File: src/rtl/ddrp_pkg.sv
// Package for the delimited decimal record parser.
// Holds constants, code enums and the byte-class token type; no dependencies.
package ddrp_pkg;

    // Field and value limits
    localparam int MAX_FIELD_CHARS = 31;
    localparam int VALUE_BITS      = 32;
    localparam int NUM_FIELDS      = 8;
    localparam int CHAR_CNT_BITS   = 5;
    localparam int FIELD_IDX_BITS  = 3;
    localparam int STATUS_BITS     = 2;

    // Output beat layout: status, then eight values, padded to whole bytes
    localparam int OUT_RAW_BITS  = STATUS_BITS + NUM_FIELDS * VALUE_BITS;
    localparam int OUT_DATA_BITS = ((OUT_RAW_BITS + 7) / 8) * 8;
    localparam int OUT_PAD_BITS  = OUT_DATA_BITS - OUT_RAW_BITS;

    // Token queue between the front and back parts
    localparam int QUEUE_DEPTH    = 2;
    localparam int QUEUE_PTR_BITS = 1;
    localparam int QUEUE_CNT_BITS = 2;

    // Fixed byte codes
    localparam logic [7:0] CH_NUL   = 8'h00;
    localparam logic [7:0] CH_TAB   = 8'h09;
    localparam logic [7:0] CH_LF    = 8'h0A;
    localparam logic [7:0] CH_CR    = 8'h0D;
    localparam logic [7:0] CH_SPACE = 8'h20;
    localparam logic [7:0] CH_ZERO  = 8'h30;
    localparam logic [7:0] CH_NINE  = 8'h39;

    // Configuration register indexes and reset values
    localparam logic CFG_DELIMITER = 1'b0;
    localparam logic CFG_COMMENT   = 1'b1;
    localparam logic [7:0] DELIMITER_RESET = 8'h3B;
    localparam logic [7:0] COMMENT_RESET   = 8'h23;

    // Record status codes
    typedef enum logic [STATUS_BITS-1:0] {
        ST_OK    = 2'd0,
        ST_LONG  = 2'd1,
        ST_SHORT = 2'd2,
        ST_BAD   = 2'd3
    } t_status;

    // Line phase
    typedef enum logic [1:0] {
        PH_START  = 2'd0,
        PH_FIELDS = 2'd1,
        PH_IGNORE = 2'd2
    } t_line_phase;

    // Number phase inside one field
    typedef enum logic [1:0] {
        NP_BEFORE = 2'd0,
        NP_DIGITS = 2'd1,
        NP_AFTER  = 2'd2
    } t_num_phase;

    // Classified input byte
    typedef struct packed {
        logic       flush;
        logic       is_ws;      // space or tab
        logic       is_cr;
        logic       is_lf;
        logic       is_nul;
        logic       is_comment;
        logic       is_delim;
        logic       is_digit;
        logic [3:0] digit;
    } t_token;

endpackage

File: src/rtl/ddrp_front.sv
// Front part of the record parser: configuration registers and byte classifier.
// Depends on ddrp_pkg.
module ddrp_front (
    input  logic            i_clk,
    input  logic            i_rst_n,
    // configuration write channel
    input  logic            i_cfg_valid,
    output logic            o_cfg_ready,
    input  logic            i_cfg_index,
    input  logic [7:0]      i_cfg_data,
    // input byte stream
    input  logic            i_valid,
    output logic            o_ready,
    input  logic [7:0]      i_byte,
    input  logic            i_flush,
    // to token queue
    input  logic            i_queue_full,
    output logic            o_push,
    output ddrp_pkg::t_token o_token
);

    logic [7:0] r_delim;
    logic [7:0] r_comment;

    assign o_cfg_ready = 1'b1;

    // Configuration registers
    always_ff @(posedge i_clk) begin
        if (!i_rst_n) begin
            r_delim   <= ddrp_pkg::DELIMITER_RESET;
            r_comment <= ddrp_pkg::COMMENT_RESET;
        end else if (i_cfg_valid) begin
            case (i_cfg_index)
                ddrp_pkg::CFG_DELIMITER: r_delim   <= i_cfg_data;
                ddrp_pkg::CFG_COMMENT:   r_comment <= i_cfg_data;
                default: ;
            endcase
        end
    end

    // Accept a beat whenever the queue has room
    assign o_ready = !i_queue_full;
    assign o_push  = i_valid && !i_queue_full;

    // Byte classification
    always_comb begin
        o_token.flush      = i_flush;
        o_token.is_ws      = (i_byte == ddrp_pkg::CH_SPACE) || (i_byte == ddrp_pkg::CH_TAB);
        o_token.is_cr      = (i_byte == ddrp_pkg::CH_CR);
        o_token.is_lf      = (i_byte == ddrp_pkg::CH_LF);
        o_token.is_nul     = (i_byte == ddrp_pkg::CH_NUL);
        o_token.is_comment = (i_byte == r_comment);
        o_token.is_delim   = (i_byte == r_delim);
        o_token.is_digit   = (i_byte >= ddrp_pkg::CH_ZERO) && (i_byte <= ddrp_pkg::CH_NINE);
        o_token.digit      = i_byte[3:0];
    end

endmodule

File: src/rtl/ddrp_queue.sv
// Short token queue that decouples the classifier from the line engine.
// Depends on ddrp_pkg.
module ddrp_queue (
    input  logic             i_clk,
    input  logic             i_rst_n,
    input  logic             i_push,
    input  ddrp_pkg::t_token i_token,
    output logic             o_full,
    output logic             o_valid,
    output ddrp_pkg::t_token o_token,
    input  logic             i_pop
);

    ddrp_pkg::t_token r_mem [ddrp_pkg::QUEUE_DEPTH];
    logic [ddrp_pkg::QUEUE_PTR_BITS-1:0] r_head;
    logic [ddrp_pkg::QUEUE_CNT_BITS-1:0] r_count;
    logic [ddrp_pkg::QUEUE_PTR_BITS-1:0] tail;
    logic do_pop;

    assign o_full  = (r_count == ddrp_pkg::QUEUE_CNT_BITS'(ddrp_pkg::QUEUE_DEPTH));
    assign o_valid = (r_count != '0);
    assign o_token = r_mem[r_head];
    assign do_pop  = i_pop && o_valid;
    assign tail    = r_head + r_count[ddrp_pkg::QUEUE_PTR_BITS-1:0];

    // Storage
    always_ff @(posedge i_clk) begin
        if (i_push) begin
            r_mem[tail] <= i_token;
        end
    end

    // Pointers
    always_ff @(posedge i_clk) begin
        if (!i_rst_n) begin
            r_head  <= '0;
            r_count <= '0;
        end else begin
            if (do_pop) begin
                r_head <= r_head + 1'b1;
            end
            case ({i_push, do_pop})
                2'b10:   r_count <= r_count + 1'b1;
                2'b01:   r_count <= r_count - 1'b1;
                default: r_count <= r_count;
            endcase
        end
    end

endmodule

File: src/rtl/ddrp_back.sv
// Back part of the record parser: line state machine, field values, output register.
// Depends on ddrp_pkg.
module ddrp_back (
    input  logic                                i_clk,
    input  logic                                i_rst_n,
    // from token queue
    input  logic                                i_valid,
    input  ddrp_pkg::t_token                    i_token,
    output logic                                o_pop,
    // record stream
    output logic                                o_valid,
    input  logic                                i_ready,
    output logic [ddrp_pkg::OUT_DATA_BITS-1:0]  o_data
);

    localparam int VB = ddrp_pkg::VALUE_BITS;
    localparam int NSTORE = ddrp_pkg::NUM_FIELDS - 1;

    ddrp_pkg::t_line_phase r_phase, n_phase;
    ddrp_pkg::t_num_phase  r_nphase, n_nphase;
    logic [ddrp_pkg::FIELD_IDX_BITS-1:0] r_fidx, n_fidx;
    logic [ddrp_pkg::CHAR_CNT_BITS-1:0]  r_chars, n_chars;
    logic [VB-1:0]                       r_acc, n_acc;
    logic                                r_bad, n_bad;

    // Fields 0..6 are kept here; field 7 is still in the accumulator at line end
    logic [VB-1:0] r_store [NSTORE];

    logic                   r_out_valid;
    ddrp_pkg::t_status      r_out_status;
    logic [VB-1:0]          r_out_vals [ddrp_pkg::NUM_FIELDS];

    logic                   emit;
    ddrp_pkg::t_status      emit_status;
    logic                   store_we;
    logic                   stall;
    logic                   step;
    logic [VB-1:0]          acc_x10;

    assign acc_x10 = {r_acc[VB-4:0], 3'b000} + {r_acc[VB-2:0], 1'b0};

    // Next state and record decision for the token at the queue head
    always_comb begin
        logic                                in_fields;
        logic [ddrp_pkg::FIELD_IDX_BITS-1:0] fi;
        logic [ddrp_pkg::CHAR_CNT_BITS-1:0]  cc;
        ddrp_pkg::t_num_phase                np;
        logic [VB-1:0]                       acc;
        logic                                bad;
        logic                                end_line;
        logic                                last_field;

        n_phase     = r_phase;
        n_nphase    = r_nphase;
        n_fidx      = r_fidx;
        n_chars     = r_chars;
        n_acc       = r_acc;
        n_bad       = r_bad;
        emit        = 1'b0;
        emit_status = ddrp_pkg::ST_OK;
        store_we    = 1'b0;
        in_fields   = 1'b0;
        end_line    = 1'b0;
        fi          = r_fidx;
        cc          = r_chars;
        np          = r_nphase;
        acc         = r_acc;
        bad         = r_bad;
        last_field  = (r_fidx == ddrp_pkg::FIELD_IDX_BITS'(ddrp_pkg::NUM_FIELDS - 1));

        if (i_token.flush) begin
            end_line = (r_phase == ddrp_pkg::PH_FIELDS);
            n_phase  = ddrp_pkg::PH_START;
        end else begin
            case (r_phase)
                ddrp_pkg::PH_IGNORE: begin
                    if (i_token.is_lf) begin
                        n_phase = ddrp_pkg::PH_START;
                    end
                end
                ddrp_pkg::PH_START: begin
                    if (i_token.is_ws || i_token.is_cr || i_token.is_lf) begin
                        n_phase = ddrp_pkg::PH_START;
                    end else if (i_token.is_nul || i_token.is_comment) begin
                        n_phase = ddrp_pkg::PH_IGNORE;
                    end else begin
                        // fresh line, then the byte is taken as a field byte
                        in_fields  = 1'b1;
                        n_phase    = ddrp_pkg::PH_FIELDS;
                        fi         = '0;
                        cc         = '0;
                        np         = ddrp_pkg::NP_BEFORE;
                        acc        = '0;
                        bad        = 1'b0;
                        last_field = 1'b0;
                    end
                end
                ddrp_pkg::PH_FIELDS: in_fields = 1'b1;
                default: n_phase = ddrp_pkg::PH_START;
            endcase
        end

        n_fidx   = fi;
        n_chars  = cc;
        n_nphase = np;
        n_acc    = acc;
        n_bad    = bad;

        if (in_fields) begin
            if (i_token.is_delim && !i_token.is_nul && !i_token.is_lf && !i_token.is_cr) begin
                // close field
                n_bad    = bad || (np == ddrp_pkg::NP_BEFORE);
                n_chars  = '0;
                n_nphase = ddrp_pkg::NP_BEFORE;
                n_acc    = '0;
                if (last_field) begin
                    emit        = 1'b1;
                    emit_status = ddrp_pkg::ST_LONG;
                    n_phase     = ddrp_pkg::PH_IGNORE;
                end else begin
                    store_we = 1'b1;
                    n_fidx   = fi + 1'b1;
                end
            end else if (i_token.is_nul || i_token.is_lf || i_token.is_cr) begin
                end_line = 1'b1;
                n_phase  = i_token.is_lf ? ddrp_pkg::PH_START : ddrp_pkg::PH_IGNORE;
            end else if (cc >= ddrp_pkg::CHAR_CNT_BITS'(ddrp_pkg::MAX_FIELD_CHARS)) begin
                // line abandoned; the accumulator must be clear for the next line
                emit        = 1'b1;
                emit_status = ddrp_pkg::ST_LONG;
                n_phase     = ddrp_pkg::PH_IGNORE;
                n_acc       = '0;
            end else begin
                n_chars = cc + 1'b1;
                if (i_token.is_digit) begin
                    if (np == ddrp_pkg::NP_AFTER) begin
                        n_bad = 1'b1;
                    end else begin
                        n_nphase = ddrp_pkg::NP_DIGITS;
                        n_acc    = acc_x10 + VB'(i_token.digit);
                    end
                end else if (i_token.is_ws) begin
                    if (np == ddrp_pkg::NP_DIGITS) begin
                        n_nphase = ddrp_pkg::NP_AFTER;
                    end
                end else begin
                    n_bad = 1'b1;
                end
            end
        end

        // End of line: record with status from field count and number checks
        if (end_line) begin
            emit = 1'b1;
            if (!last_field) begin
                emit_status = ddrp_pkg::ST_SHORT;
            end else if (bad || (np == ddrp_pkg::NP_BEFORE)) begin
                emit_status = ddrp_pkg::ST_BAD;
            end else begin
                emit_status = ddrp_pkg::ST_OK;
            end
        end

        // A line end or a flush clears the per-line counters
        if (i_token.flush || end_line) begin
            n_fidx   = '0;
            n_chars  = '0;
            n_nphase = ddrp_pkg::NP_BEFORE;
            n_acc    = '0;
            n_bad    = 1'b0;
        end
    end

    // Hold the head token only when it makes a record and the output is blocked
    assign stall = emit && r_out_valid && !i_ready;
    assign step  = i_valid && !stall;
    assign o_pop = step;

    // State registers
    always_ff @(posedge i_clk) begin
        if (!i_rst_n) begin
            r_phase  <= ddrp_pkg::PH_START;
            r_nphase <= ddrp_pkg::NP_BEFORE;
            r_fidx   <= '0;
            r_chars  <= '0;
            r_acc    <= '0;
            r_bad    <= 1'b0;
        end else if (step) begin
            r_phase  <= n_phase;
            r_nphase <= n_nphase;
            r_fidx   <= n_fidx;
            r_chars  <= n_chars;
            r_acc    <= n_acc;
            r_bad    <= n_bad;
        end
    end

    // Finished field values
    always_ff @(posedge i_clk) begin
        if (step && store_we) begin
            r_store[r_phase == ddrp_pkg::PH_FIELDS ? r_fidx : '0] <= r_acc;
        end
    end

    // Output register
    always_ff @(posedge i_clk) begin
        if (!i_rst_n) begin
            r_out_valid <= 1'b0;
        end else if (step && emit) begin
            r_out_valid <= 1'b1;
        end else if (i_ready) begin
            r_out_valid <= 1'b0;
        end
    end

    always_ff @(posedge i_clk) begin
        if (step && emit) begin
            r_out_status <= emit_status;
            for (int k = 0; k < NSTORE; k++) begin
                r_out_vals[k] <= (emit_status == ddrp_pkg::ST_OK) ? r_store[k] : '0;
            end
            r_out_vals[NSTORE] <= (emit_status == ddrp_pkg::ST_OK) ? r_acc : '0;
        end
    end

    // Pack the record beat: status lowest, then value_0 .. value_7
    always_comb begin
        o_data = '0;
        o_data[ddrp_pkg::STATUS_BITS-1:0] = r_out_status;
        for (int k = 0; k < ddrp_pkg::NUM_FIELDS; k++) begin
            o_data[ddrp_pkg::STATUS_BITS + k*VB +: VB] = r_out_vals[k];
        end
    end

    assign o_valid = r_out_valid;

endmodule

File: src/rtl/delimited_decimal_record_parser_unit.sv
// Delimited decimal record parser, top level. Takes one text byte per cycle unless stalled.
// A record is loaded into the output register when its last token leaves the queue.
// Throughput: one byte per cycle, set by the one-token-per-cycle engine, barring stalls.
// Reset (i_rst_n, synchronous, active low) clears all control state and sets
// the delimiter to ';' and the comment character to '#'.
// Depends on ddrp_pkg, ddrp_front, ddrp_queue and ddrp_back.
module delimited_decimal_record_parser_unit (
    input  logic                                i_clk,
    input  logic                                i_rst_n,
    // configuration writes
    input  logic                                i_cfg_valid,
    output logic                                o_cfg_ready,
    input  logic                                i_cfg_index,
    input  logic [7:0]                          i_cfg_data,
    // text stream
    input  logic                                i_s_axis_tvalid,
    output logic                                o_s_axis_tready,
    input  logic [7:0]                          i_s_axis_tdata,  // [7:0] text_byte
    input  logic                                i_s_axis_tuser,  // [0] flush
    // record stream
    output logic                                o_m_axis_tvalid,
    input  logic                                i_m_axis_tready,
    // [1:0] status, [33:2] value_0, ... [257:226] value_7, [263:258] zero
    output logic [ddrp_pkg::OUT_DATA_BITS-1:0]  o_m_axis_tdata
);

    ddrp_pkg::t_token push_token;
    ddrp_pkg::t_token head_token;
    logic push;
    logic queue_full;
    logic queue_valid;
    logic pop;

    ddrp_front u_front (
        .i_clk        (i_clk),
        .i_rst_n      (i_rst_n),
        .i_cfg_valid  (i_cfg_valid),
        .o_cfg_ready  (o_cfg_ready),
        .i_cfg_index  (i_cfg_index),
        .i_cfg_data   (i_cfg_data),
        .i_valid      (i_s_axis_tvalid),
        .o_ready      (o_s_axis_tready),
        .i_byte       (i_s_axis_tdata),
        .i_flush      (i_s_axis_tuser),
        .i_queue_full (queue_full),
        .o_push       (push),
        .o_token      (push_token)
    );

    ddrp_queue u_queue (
        .i_clk   (i_clk),
        .i_rst_n (i_rst_n),
        .i_push  (push),
        .i_token (push_token),
        .o_full  (queue_full),
        .o_valid (queue_valid),
        .o_token (head_token),
        .i_pop   (pop)
    );

    ddrp_back u_back (
        .i_clk   (i_clk),
        .i_rst_n (i_rst_n),
        .i_valid (queue_valid),
        .i_token (head_token),
        .o_pop   (pop),
        .o_valid (o_m_axis_tvalid),
        .i_ready (i_m_axis_tready),
        .o_data  (o_m_axis_tdata)
    );

endmodule

File: config.mk
export PLATFORM = sky130hd
export DESIGN_NAME = delimited_decimal_record_parser_unit
export DESIGN_NICKNAME = d
export VERILOG_FILES = /design/src/rtl/ddrp_pkg.sv /design/src/rtl/ddrp_front.sv /design/src/rtl/ddrp_queue.sv /design/src/rtl/ddrp_back.sv /design/src/rtl/delimited_decimal_record_parser_unit.sv
export SDC_FILE = /design/constraint.sdc
export NUM_CORES = 1
export LEC_CHECK = 0
export BUFFER_PORTS_ARGS = -buffer_cell sky130_fd_sc_hd__buf_2
export CAP_MARGIN = 20
export CELL_PAD_IN_SITES_DETAIL_PLACEMENT = 0
export CELL_PAD_IN_SITES_GLOBAL_PLACEMENT = 1
export CORE_MARGIN = 2
export CORE_UTILIZATION = 52
export CTS_CLUSTER_SIZE = 10
export DETAILED_ROUTE_END_ITERATION = 6
export PLACE_DENSITY_LB_ADDON = 0.3
export SYNTH_ARGS = -nofsm -noshare
export SYNTH_HDL_FRONTEND = slang
export SYNTH_SLANG_ARGS = --single-unit
File: constraint.sdc
create_clock -name i_clk -period 16 [get_ports i_clk]
set_clock_uncertainty 0.05 [all_clocks]
set_input_delay 4 -clock i_clk [delete_from_list [all_inputs] [get_ports i_clk]]
set_output_delay 4 -clock i_clk [all_outputs]
set_load 0.03 [all_outputs]
==> metrics.txt, run 1 <==
# IOs 290; Die ar. approximately 45,000 um^2; drt via density 5.341; Layout Utilization 0.6274; final worst-path cycle share 0.4367; Die Wd 211.4 um; top_reg_cell synth edfxtp_1; drt pass-1 iters 5; setup TNS 0 ns; CTS tree built; final hold violation count 0; Mapped Avg Cell Area 15.22 um^2; Worst-Skew Late Latency 0.58 ns; Post-synth EDFFs 506; maximum vdd drop 0.08406 mV; post-CTS sizing 0; r2r worst-path depth 16; fmax 143.1 MHz; initial antenna violation count 1; Warnings, synthesis 0; hold-fix buffers at CTS 0; crit start category input pin; Clock Tree Buf Depth 3; post-synthesis sequential area ratio 0.7381; Seq cells post-synth approximately 570; Synth cell types 74; final net count 1,874; clk slew on worst S/H paths 0.05 ns; WL/cell 20.09 um; largest net degree at the start of global routing 129; Die Y 211.4 um; CTS Buf Count 69; WP data required 16.14 ns; aggregate global routing overflow 0; fin. max-slew vios 0; status finished, final reports clean; Max Cap Viol 0; synthesized instance count 1,470; Worst setup EP type register; vias in the first global route 12,210; Total Wirelength 47,450 um; Hold/Removal Path Class reg2reg; Power Density roughly 130 nW/um^2; Crit Path Max Fanout 83; P&R area growth vs syn 18.41%; global-route wire length before repair 70,840 um; Core Area 42,230 um^2; Synth Cell Area 22,380 um^2; FF-to-FF setup slack 9.25 ns; H-tree Lvls 3; Pleak 10.02 nW; Worst slew margin 0.3176; floorplan row count 75; antenna violation net count after detailed routing 0; final setup fails 0; Total GRT Usage 0.2127; layout cell share with drive strength beyond 1 0.2287; TritonCTS Sinks around 570; Post-DP HPWL 29,900 um; routed via count between 10,000 and 15,000; initial drt markers 986; crit path DAT about 7.1 ns; hold path cells 2; asr flop ratio synth 0; Initial Util 0.5299; postcts setup bufs 0; Antenna diodes 0; Worst Max-Slew Pin Slew around 1 ns; clock root cell clkbuf_16; final critical-path required period ~7.0 ns; RSZ-0062 raised after global routing no; Setup Crit Path Kind in2reg; Design Area, Final between 20,000 and 30,000 um^2; Placed Area 24,370 um^2; drt drc 0; gpl congestion 0.8303; port bufs around 280
-- metrics by stage --
stage | std cells | worst slack (ns) | total power [mW] | hold slack, ns
global route | 2362 | 8.766 | 3.532 | 0.4589
CTS | 2357 | 8.989 | 3.434 | 0.4329
global placement | 2250 | 8.474 | 2.031 | 0.4138
finish | 2362 | 9.013 | 3.406 | 0.4293
detailed placement | 2250 | 8.385 | 2.036 | 0.4263
floorplan | 1475 | 4.996 | 1.967 | 0.4061
-- final timing paths --
| kind | from | end |
|---|---|---|
| hold / removal | u_front.r_delim[6]$_SDFFE_PN0P_ | u_front.r_delim[6]$_SDFFE_PN0P_ |
| setup reg to reg | register | u_back.r_out_vals[1][3]$_SDFFCE_PP0P_ |
| setup / recovery | i_m_axis_tready | u_back.r_out_vals[1][3]$_SDFFCE_PP0P_ |
| hold reg to reg | u_front.r_delim[6]$_SDFFE_PN0P_ | u_front.r_delim[6]$_SDFFE_PN0P_ |
-- Yosys cell counts (18+ instances only) --
library cell	n	area, um^2
nand3_1	18	90.09
a22oi_1	21	157.7
ha_1	62	775.7
a21oi_1	43	215.2
dfxtp_1	66	1321
and2_1	275	1720
edfxtp_1	506	15190
nor2b_1	29	181.4
nor2_1	46	172.7
xnor2_1	29	254.0
o21ai_0	39	195.2
clkbuf_1	43	161.4
nand2_1	89	334.1
-- routing by layer --
metal,wire (um),vias to the layer above,track usage,part of all wire
met2,22580,387,0.3390,0.48
met4,887,0,0.06387,0.019
met3,2776,66,0.04391,0.059
li1,-,5998,-,-
met1,21210,6164,0.2977,0.45
met5,0,-,0,0
-- flip-flops by register name (all words and copies together) (netlist names), 2 cells and up, named ones only --
| name | count |
|---|---|
| u_back.r_acc | 32 |
| u_back.r_chars | 5 |
| u_back.r_fidx | 3 |
| u_back.r_nphase | 2 |
| u_back.r_out_status | 2 |
| u_back.r_out_vals | 256 |
| u_back.r_phase | 2 |
| u_back.r_store | 224 |
| u_front.r_comment | 8 |
| u_front.r_delim | 8 |
| u_queue.r_count | 2 |
| u_queue.r_mem | 24 |
-- power by group --
group	total, mW	switching [mW]	leakage [nW]	internal, mW
Combinational	0.305	0.211	3.72	0.0942
Clock	1.40	0.554	0.981	0.843
Sequential	1.70	0.0303	5.32	1.67
Total	3.41	0.795	10.0	2.61
-- final cells by class --
cell class	instances	area, um^2
Sequential cell	572	16520
Fill cell	3087	15730
Multi-Input combinational cell	833	5625
Clock buffer	99	1956
Timing Repair Buffer	301	1619
Tap cell	539	674.4
Clock inverter	8	67.56
Inverter	10	37.54
-- critical path: stages --
cell     delay, ns
buf_2         0.08
nor2b_1       0.06
a21o_4        0.29
inv_2         0.32
and2_4        0.68
buf_4         0.71
buf_4         0.89
-- cell families after synthesis --
| kind of cell | Yosys count | share of synthesized area |
|---|---|---|
| compound gates | 184 | 0.05486 |
| xor+xnor | 44 | 0.01722 |
| fa+ha+maj | 64 | 0.03646 |
| buf+inv | 70 | 0.01398 |
| flops | 572 | 0.7381 |
| mux | 11 | 0.005368 |
| other cells | 2 | 0.0003356 |
| simple gates | 523 | 0.1336 |
-- placed cells by master, fill, tap and decap left out, drive strengths merged, types with 7 or more instances in the layout --
cell,instances
a21o,14
and2,275
a21boi,11
nand3,20
edfxtp,506
a31oi,8
conb,7
a22oi,21
nor4,7
clkbuf,99
nor2b,29
and3,7
a21oi,44
xor2,15
nand2,89
inv,11
o21ai,41
nor3,13
xnor2,29
ha,62
buf,301
dfxtp,66
or3,8
nand2b,9
nor2,46
Note: power is estimated with default switching activity, not from simulation.
==> run 2, diff against run 1 <==
- ABC_AREA: unset -> 1
- CORE_UTILIZATION: 52 -> 42
- clock period: 16 -> 6.35 ns (I/O delays scaled with it)
==> metrics.txt, run 2 <==
Total GRT Usage 0.2097; crit-path max cell delay 0.75 ns; layout cell share with drive strength beyond 1 0.1720; Synth area leader edfxtp_1; Mapped Avg Cell Area 10.76 um^2; max FFs per register 256; P_sw ~4.5 mW; aggregate global routing overflow 0; worst path cell trace nand2_1 -> nand2_1 -> nand3_2 -> nor2_1 -> nand2_2 -> inv_4 -> nor2_4 -> ha_4 -> inv_2 -> nor3_2 -> ha_2 -> inv_2 -> nand3_2 -> nand2_1 -> nand2_2 -> nand2_4 -> nand2_2 -> buf_4 -> nor2_2 -> nand3_1 -> nor2_4 -> buf_4; top_reg_cell synth edfxtp_1; Hold/Removal Path Class reg2reg; synthesized instance count 2,275; top cell type's share of synthesized area 0.6207; Post-DP HPWL 43,570 um; initial drt markers 1,183; Worst slew margin 0.2316; cell total after placement around 3,300; postcts setup bufs 0; drt drc 0; post-synthesis sequential area ratio 0.6747; Compound-Gate Fraction of Synth Area 0.04242; largest family of logic cells by synthesized area simple AND/OR/NAND/NOR gates; H-tree Lvls 3; post-synthesis adder-cell area fraction 0.03332; hold path cells 2; crit path DAT 4.60 ns; vias in the first global route 16,020; CTS tree built; drt pass-1 iters 5; multiplexer share of the synthesized area 0.0008178; WP data required 6.52 ns; Setup Crit Path Kind reg2reg; endpoint of the worst hold path u_back.r_bad$_SDFFE_PN0P_; fin. max-slew vios 0; floorplan row count 88; drt via density 4.919; commonest non-fill, non-tap cells in the layout 506 x edfxtp_1, 414 x nor2_1, 379 x inv_1; initial antenna violation count 1; maximum vdd drop 0.4498 mV; global-route wire length before repair 94,780 um; filler cell count 5,231; Max Cap Viol 0; Power Density 428.0 nW/um^2; fmax 225.6 MHz; Comb power frac 0.298; Seq cells post-synth 572; delay-heaviest family, CP simple AND/OR/NAND/NOR gates; final net count around 2,700; final hold violation count 0; Clock power frac 0.286; Post-synth top cells 506 x edfxtp_1, 418 x nor2_1, 384 x inv_1, 347 x nand2_1; Clock Tree Buf Depth 3; # IOs 290; Synth Cell Area 24,480 um^2; final setup fails 0; most common cell in the synthesized netlist edfxtp_1; WL/cell 18.78 um; Crit Path Max Fanout 37; Core Area 57,700 um^2; Die Wd 245.4 um; Worst Max-Slew Pin Slew ~1.2 ns; asr flop ratio synth 0; Most flops, register u_back.r_out_vals; Internal Power 7.839 mW; FF-to-FF setup slack 1.92 ns; Largest regs u_back.r_out_vals: 256 flops, u_back.r_store: 224 flops, u_back.r_acc: 32 flops; CP max-delay cell dfxtp_1; Synth cell types 43; most common cell after layout, fill and taps aside edfxtp_1; crit start category register; Area contributors post-synth edfxtp_1 62%, nor2_1 6.4%, inv_1 5.9%; clock root cell clkbuf_16; hold path start u_back.r_bad$_SDFFE_PN0P_; Layout Utilization 0.4992; CTS Buf Count 69; Simple-Gate Fraction of Synth Area 0.1555; Finished Layout Cells 3,383; status finished, final reports clean; r2r worst-path depth 22; Post-synth EDFFs a little over 500; routed via count 16,640; Worst setup EP type register; largest net degree at the start of global routing 123; port bufs about 280; Die ar. ~60,000 um^2; post-CTS sizing 0; hold-fix buffers at CTS 0; P&R area growth vs syn 17.66%; Warnings, synthesis 0; final critical-path required period 4.432 ns; RSZ-0062 raised after global routing no; antenna violation net count after detailed routing 0; gpl congestion ~0.88; final worst-path cycle share 0.6980; reg-to-reg endpoint u_back.r_store[0][14]$_DFFE_PP_; Post-Synth XOR/XNOR Area 0.01109; clk slew on worst S/H paths 0.05 ns; Worst-Skew Late Latency around 0.60 ns; Die Y ~250 um; final hold slack just over 0.4 ns; Pleak between 10 and 15 nW; Switching Fraction 0.3641; Total Wirelength 63,520 um; TritonCTS Sinks 572; Initial Util 0.4243; Sequential Power Share 0.417; sum of buffers and inverters on the critical path 5
[run 2: through the flow]
stage | worst slack (ns) | power (mW) | cell area (um^2) | TNS, ns
global placement | 2.039 | 8.862 | 26810 | 0
CTS | 1.877 | 12.46 | 28790 | 0
floorplan | -0.3702 | 8.035 | 24600 | -95.50
detailed placement | 1.901 | 8.915 | 26810 | 0
finish | 1.918 | 12.33 | 28800 | 0
global route | 1.514 | 12.93 | 28800 | 0
[run 2: power by group through the flow]
stage / Sequential, mW / Clock (mW) / Combinational [mW]
6_report: 5.14 / 3.52 / 3.67
5_1_grt: 5.17 / 3.74 / 4.02
4_1_cts: 5.15 / 3.61 / 3.70
3_5_place_dp: 5.22 / 0 / 3.69
3_3_place_gp: 5.22 / 0 / 3.64
2_1_floorplan: 5.88 / 0 / 2.15
[run 2: cell type report]
type	count	area, um^2	area share
flip-flops and latches	572	16520	0.5734
multi-input cells	1234	6096	0.2116
clock buffers	86	1812	0.06290
repair buffers	316	1754	0.06090
inverters	398	1505	0.05226
well taps	765	957.2	0.03323
clock inverters	11	160.2	0.005560
diodes	1	2.502	0.00008688
[run 2: cells by family (layout without fill, tap and decap cells)]
logic type      count (synthesis)  after routing
compound gates                196            196
simple gates                  934            934
flops                         572            572
fa+ha+maj                      64             64
mux                             2              2
buf+inv                       474            811
other cells                     2              8
xor+xnor                       31             31
[run 2: tightest hold or removal path, delay by kind of cell, from the launching register on]
family          cells  cell delay [ns]
flops               1             0.30
compound gates      1             0.05
simple gates        1             0.06
[run 2: worst max-delay path by stage]
stage | from | endpoint | slack, ns | depth (start not counted)
after CTS | register | u_back.r_store[0][14]$_DFFE_PP_ | 1.88 | 22
final | register | u_back.r_store[0][14]$_DFFE_PP_ | 1.92 | 22
after global placement | register | u_back.r_store[0][16]$_DFFE_PP_ | 2.04 | 22
after detailed placement | register | u_back.r_store[0][11]$_DFFE_PP_ | 1.90 | 22
after global routing | register | u_back.r_store[0][14]$_DFFE_PP_ | 1.51 | 22
after floorplan | register | u_back.r_out_status[0]$_DFFE_PP_ | -0.37 | 25
[run 2: routing by layer]
metal | share of wire | wire (um) | GRT usage | vias to the layer above
met5 | 0 | 0 | 0 | -
met4 | 0.022 | 1410 | 0.06292 | 0
met3 | 0.055 | 3462 | 0.02903 | 89
met2 | 0.49 | 31040 | 0.3509 | 473
met1 | 0.43 | 27610 | 0.2847 | 8051
li1 | - | - | - | 8028
==> run 3, diff against run 2 <==
- CORE_UTILIZATION: 42 -> 46
- clock period: 6.35 -> 4.1 ns (I/O delays scaled with it)
==> metrics.txt, run 3 (synthesized netlist as in run 2, its figures left out) <==
status finished, final reports clean; Max Cap Viol 0; Die ar. 55,080 um^2; Die Wd 234.7 um; Worst Max-Slew Pin Slew 1.033 ns; Largest regs u_back.r_out_vals: 256 flops, u_back.r_store: 224 flops, u_back.r_acc: 32 flops; RSZ-0062 raised after global routing no; aggregate global routing overflow 0; final critical-path required period between 3 and 4 ns; fmax roughly 270 MHz; CTS tree built; final worst-path cycle share 0.9147; Finished Layout Cells 3,347; port bufs 282; most common cell after layout, fill and taps aside edfxtp_1; Power Total just under 20 mW; Hold/Removal Path Class reg2reg; # IOs 290; Worst slew margin 0.3086; drt via density 4.997; largest net degree at the start of global routing 79; initial drt markers between 1,000 and 1,500; fin. max-slew vios 0; Layout Utilization 0.5548; hold-fix buffers at CTS 0; commonest non-fill, non-tap cells in the layout 506 x edfxtp_1, 414 x nor2_1, 379 x inv_1; gpl congestion a little over 0.9; H-tree Lvls 3; clock root cell clkbuf_16; crit path DAT 3.96 ns; floorplan row count 84; Crit Path Max Fanout between 40 and 50; cell total after placement 3,239; drt pass-1 iters 6; final setup fails 0; initial antenna violation count 0; maximum vdd drop roughly 0.51 mV; Pleak approximately 12 nW; Worst-Skew Late Latency 0.60 ns; P&R area growth vs syn 19.11%; vias in the first global route 16,280; CTS Buf Count 68; WL/cell 18.73 um; max FFs per register 256; Antenna diodes 0; Post-DP HPWL 44,150 um; crit start category register; final net count 2,709; final hold violation count 0; global-route wire length before repair 95,590 um; Power Density 663.1 nW/um^2; Worst setup EP type register; post-CTS sizing 0; layout cell share with drive strength beyond 1 0.1820; Total GRT Usage 0.2264; drt drc 0; Most flops, register u_back.r_out_vals; final hold slack 0.4221 ns; Clock Tree Buf Depth 3; Total Wirelength 62,690 um; antenna violation net count after detailed routing 0; routed via count approximately 17,000; Setup Crit Path Kind reg2reg; WP data required 4.31 ns; clk slew on worst S/H paths 0.05 ns; Core Area 52,550 um^2; Die Y 234.7 um; postcts setup bufs 0; Initial Util 0.4658; TritonCTS Sinks between 500 and 600
run 3: changes by cell type in the layout (fill, tap and decap cells not counted), moves of 2 or more:
cell	previous run	this run
buf_12	7	20
buf_4	27	46
bufinv_16	3	1
clkbuf_1	16	28
clkinv_1	4	1
clkinv_16	0	2
nor3_2	6	1
nor3_4	0	5
run 3: per-stage QoR:
| stage | worst slack (ns) | area (um^2) | setup TNS [ns] |
|---|---|---|---|
| after detailed placement | 0.2066 | 27160 | 0 |
| final | 0.3498 | 29160 | 0 |
| after global routing | 0.05135 | 29160 | 0 |
| after CTS | 0.1727 | 29150 | 0 |
| after floorplan | -2.620 | 24660 | -678.12 |
| after global placement | 0.3084 | 27160 | 0 |
run 3: critical path: stages (launching register included):
cell and delay, ns:
dfxtp_2 0.50, nand2_1 0.09, nand2_1 0.15, nand3_2 0.11, nor2_1 0.16, nand2_2 0.09, inv_4 0.10, nor2_4 0.06
ha_4 0.16, inv_2 0.05, nor3_2 0.03, ha_2 0.18, inv_2 0.08, nand3_2 0.08, nand2_1 0.09, nand2_2 0.11
nand2_4 0.12, nand2_2 0.16, inv_4 0.26, nand2_4 0.07, clkinvlp_4 0.15, buf_12 0.22, buf_12 0.27
run 3: path summary, 6_finish.rpt:
check | from | endpoint | slack (ns) | cells after the start
worst min-delay path | u_back.r_bad$_SDFFE_PN0P_ | u_back.r_bad$_SDFFE_PN0P_ | 0.42 | 2
worst max-delay path | register | u_back.r_out_vals[1][107]$_SDFFCE_PP0P_ | 0.35 | 22
worst min register to register | u_back.r_bad$_SDFFE_PN0P_ | u_back.r_bad$_SDFFE_PN0P_ | 0.42 | 2
worst max register to register | register | u_back.r_out_vals[1][107]$_SDFFCE_PP0P_ | 0.35 | 22
run 3: area by class of cell:
type                       count  area (um^2)
fill                        4496        23390
sequential                   572        16520
multi-input combinational   1234         6127
timing repair buffer         348         2157
clock buffer                  97         1832
inverter                     398         1505
tap                          688        860.8
clock inverter                10        157.7
run 3: routing by layer:
metal	track usage	routed length, um	share of wire
met2	0.3668	30080	0.48
met3	0.04288	4071	0.065
met5	0	0	0
met4	0.07576	1498	0.024
met1	0.3084	27050	0.43
run 3: power breakdown:
part | internal (mW) | leakage, nW | switching, mW
sequential | 7.53 | 5.42 | 0.375
combinational | 1.53 | 5.90 | 4.50
clock | 3.18 | 0.953 | 2.23
total | 12.2 | 12.3 | 7.10
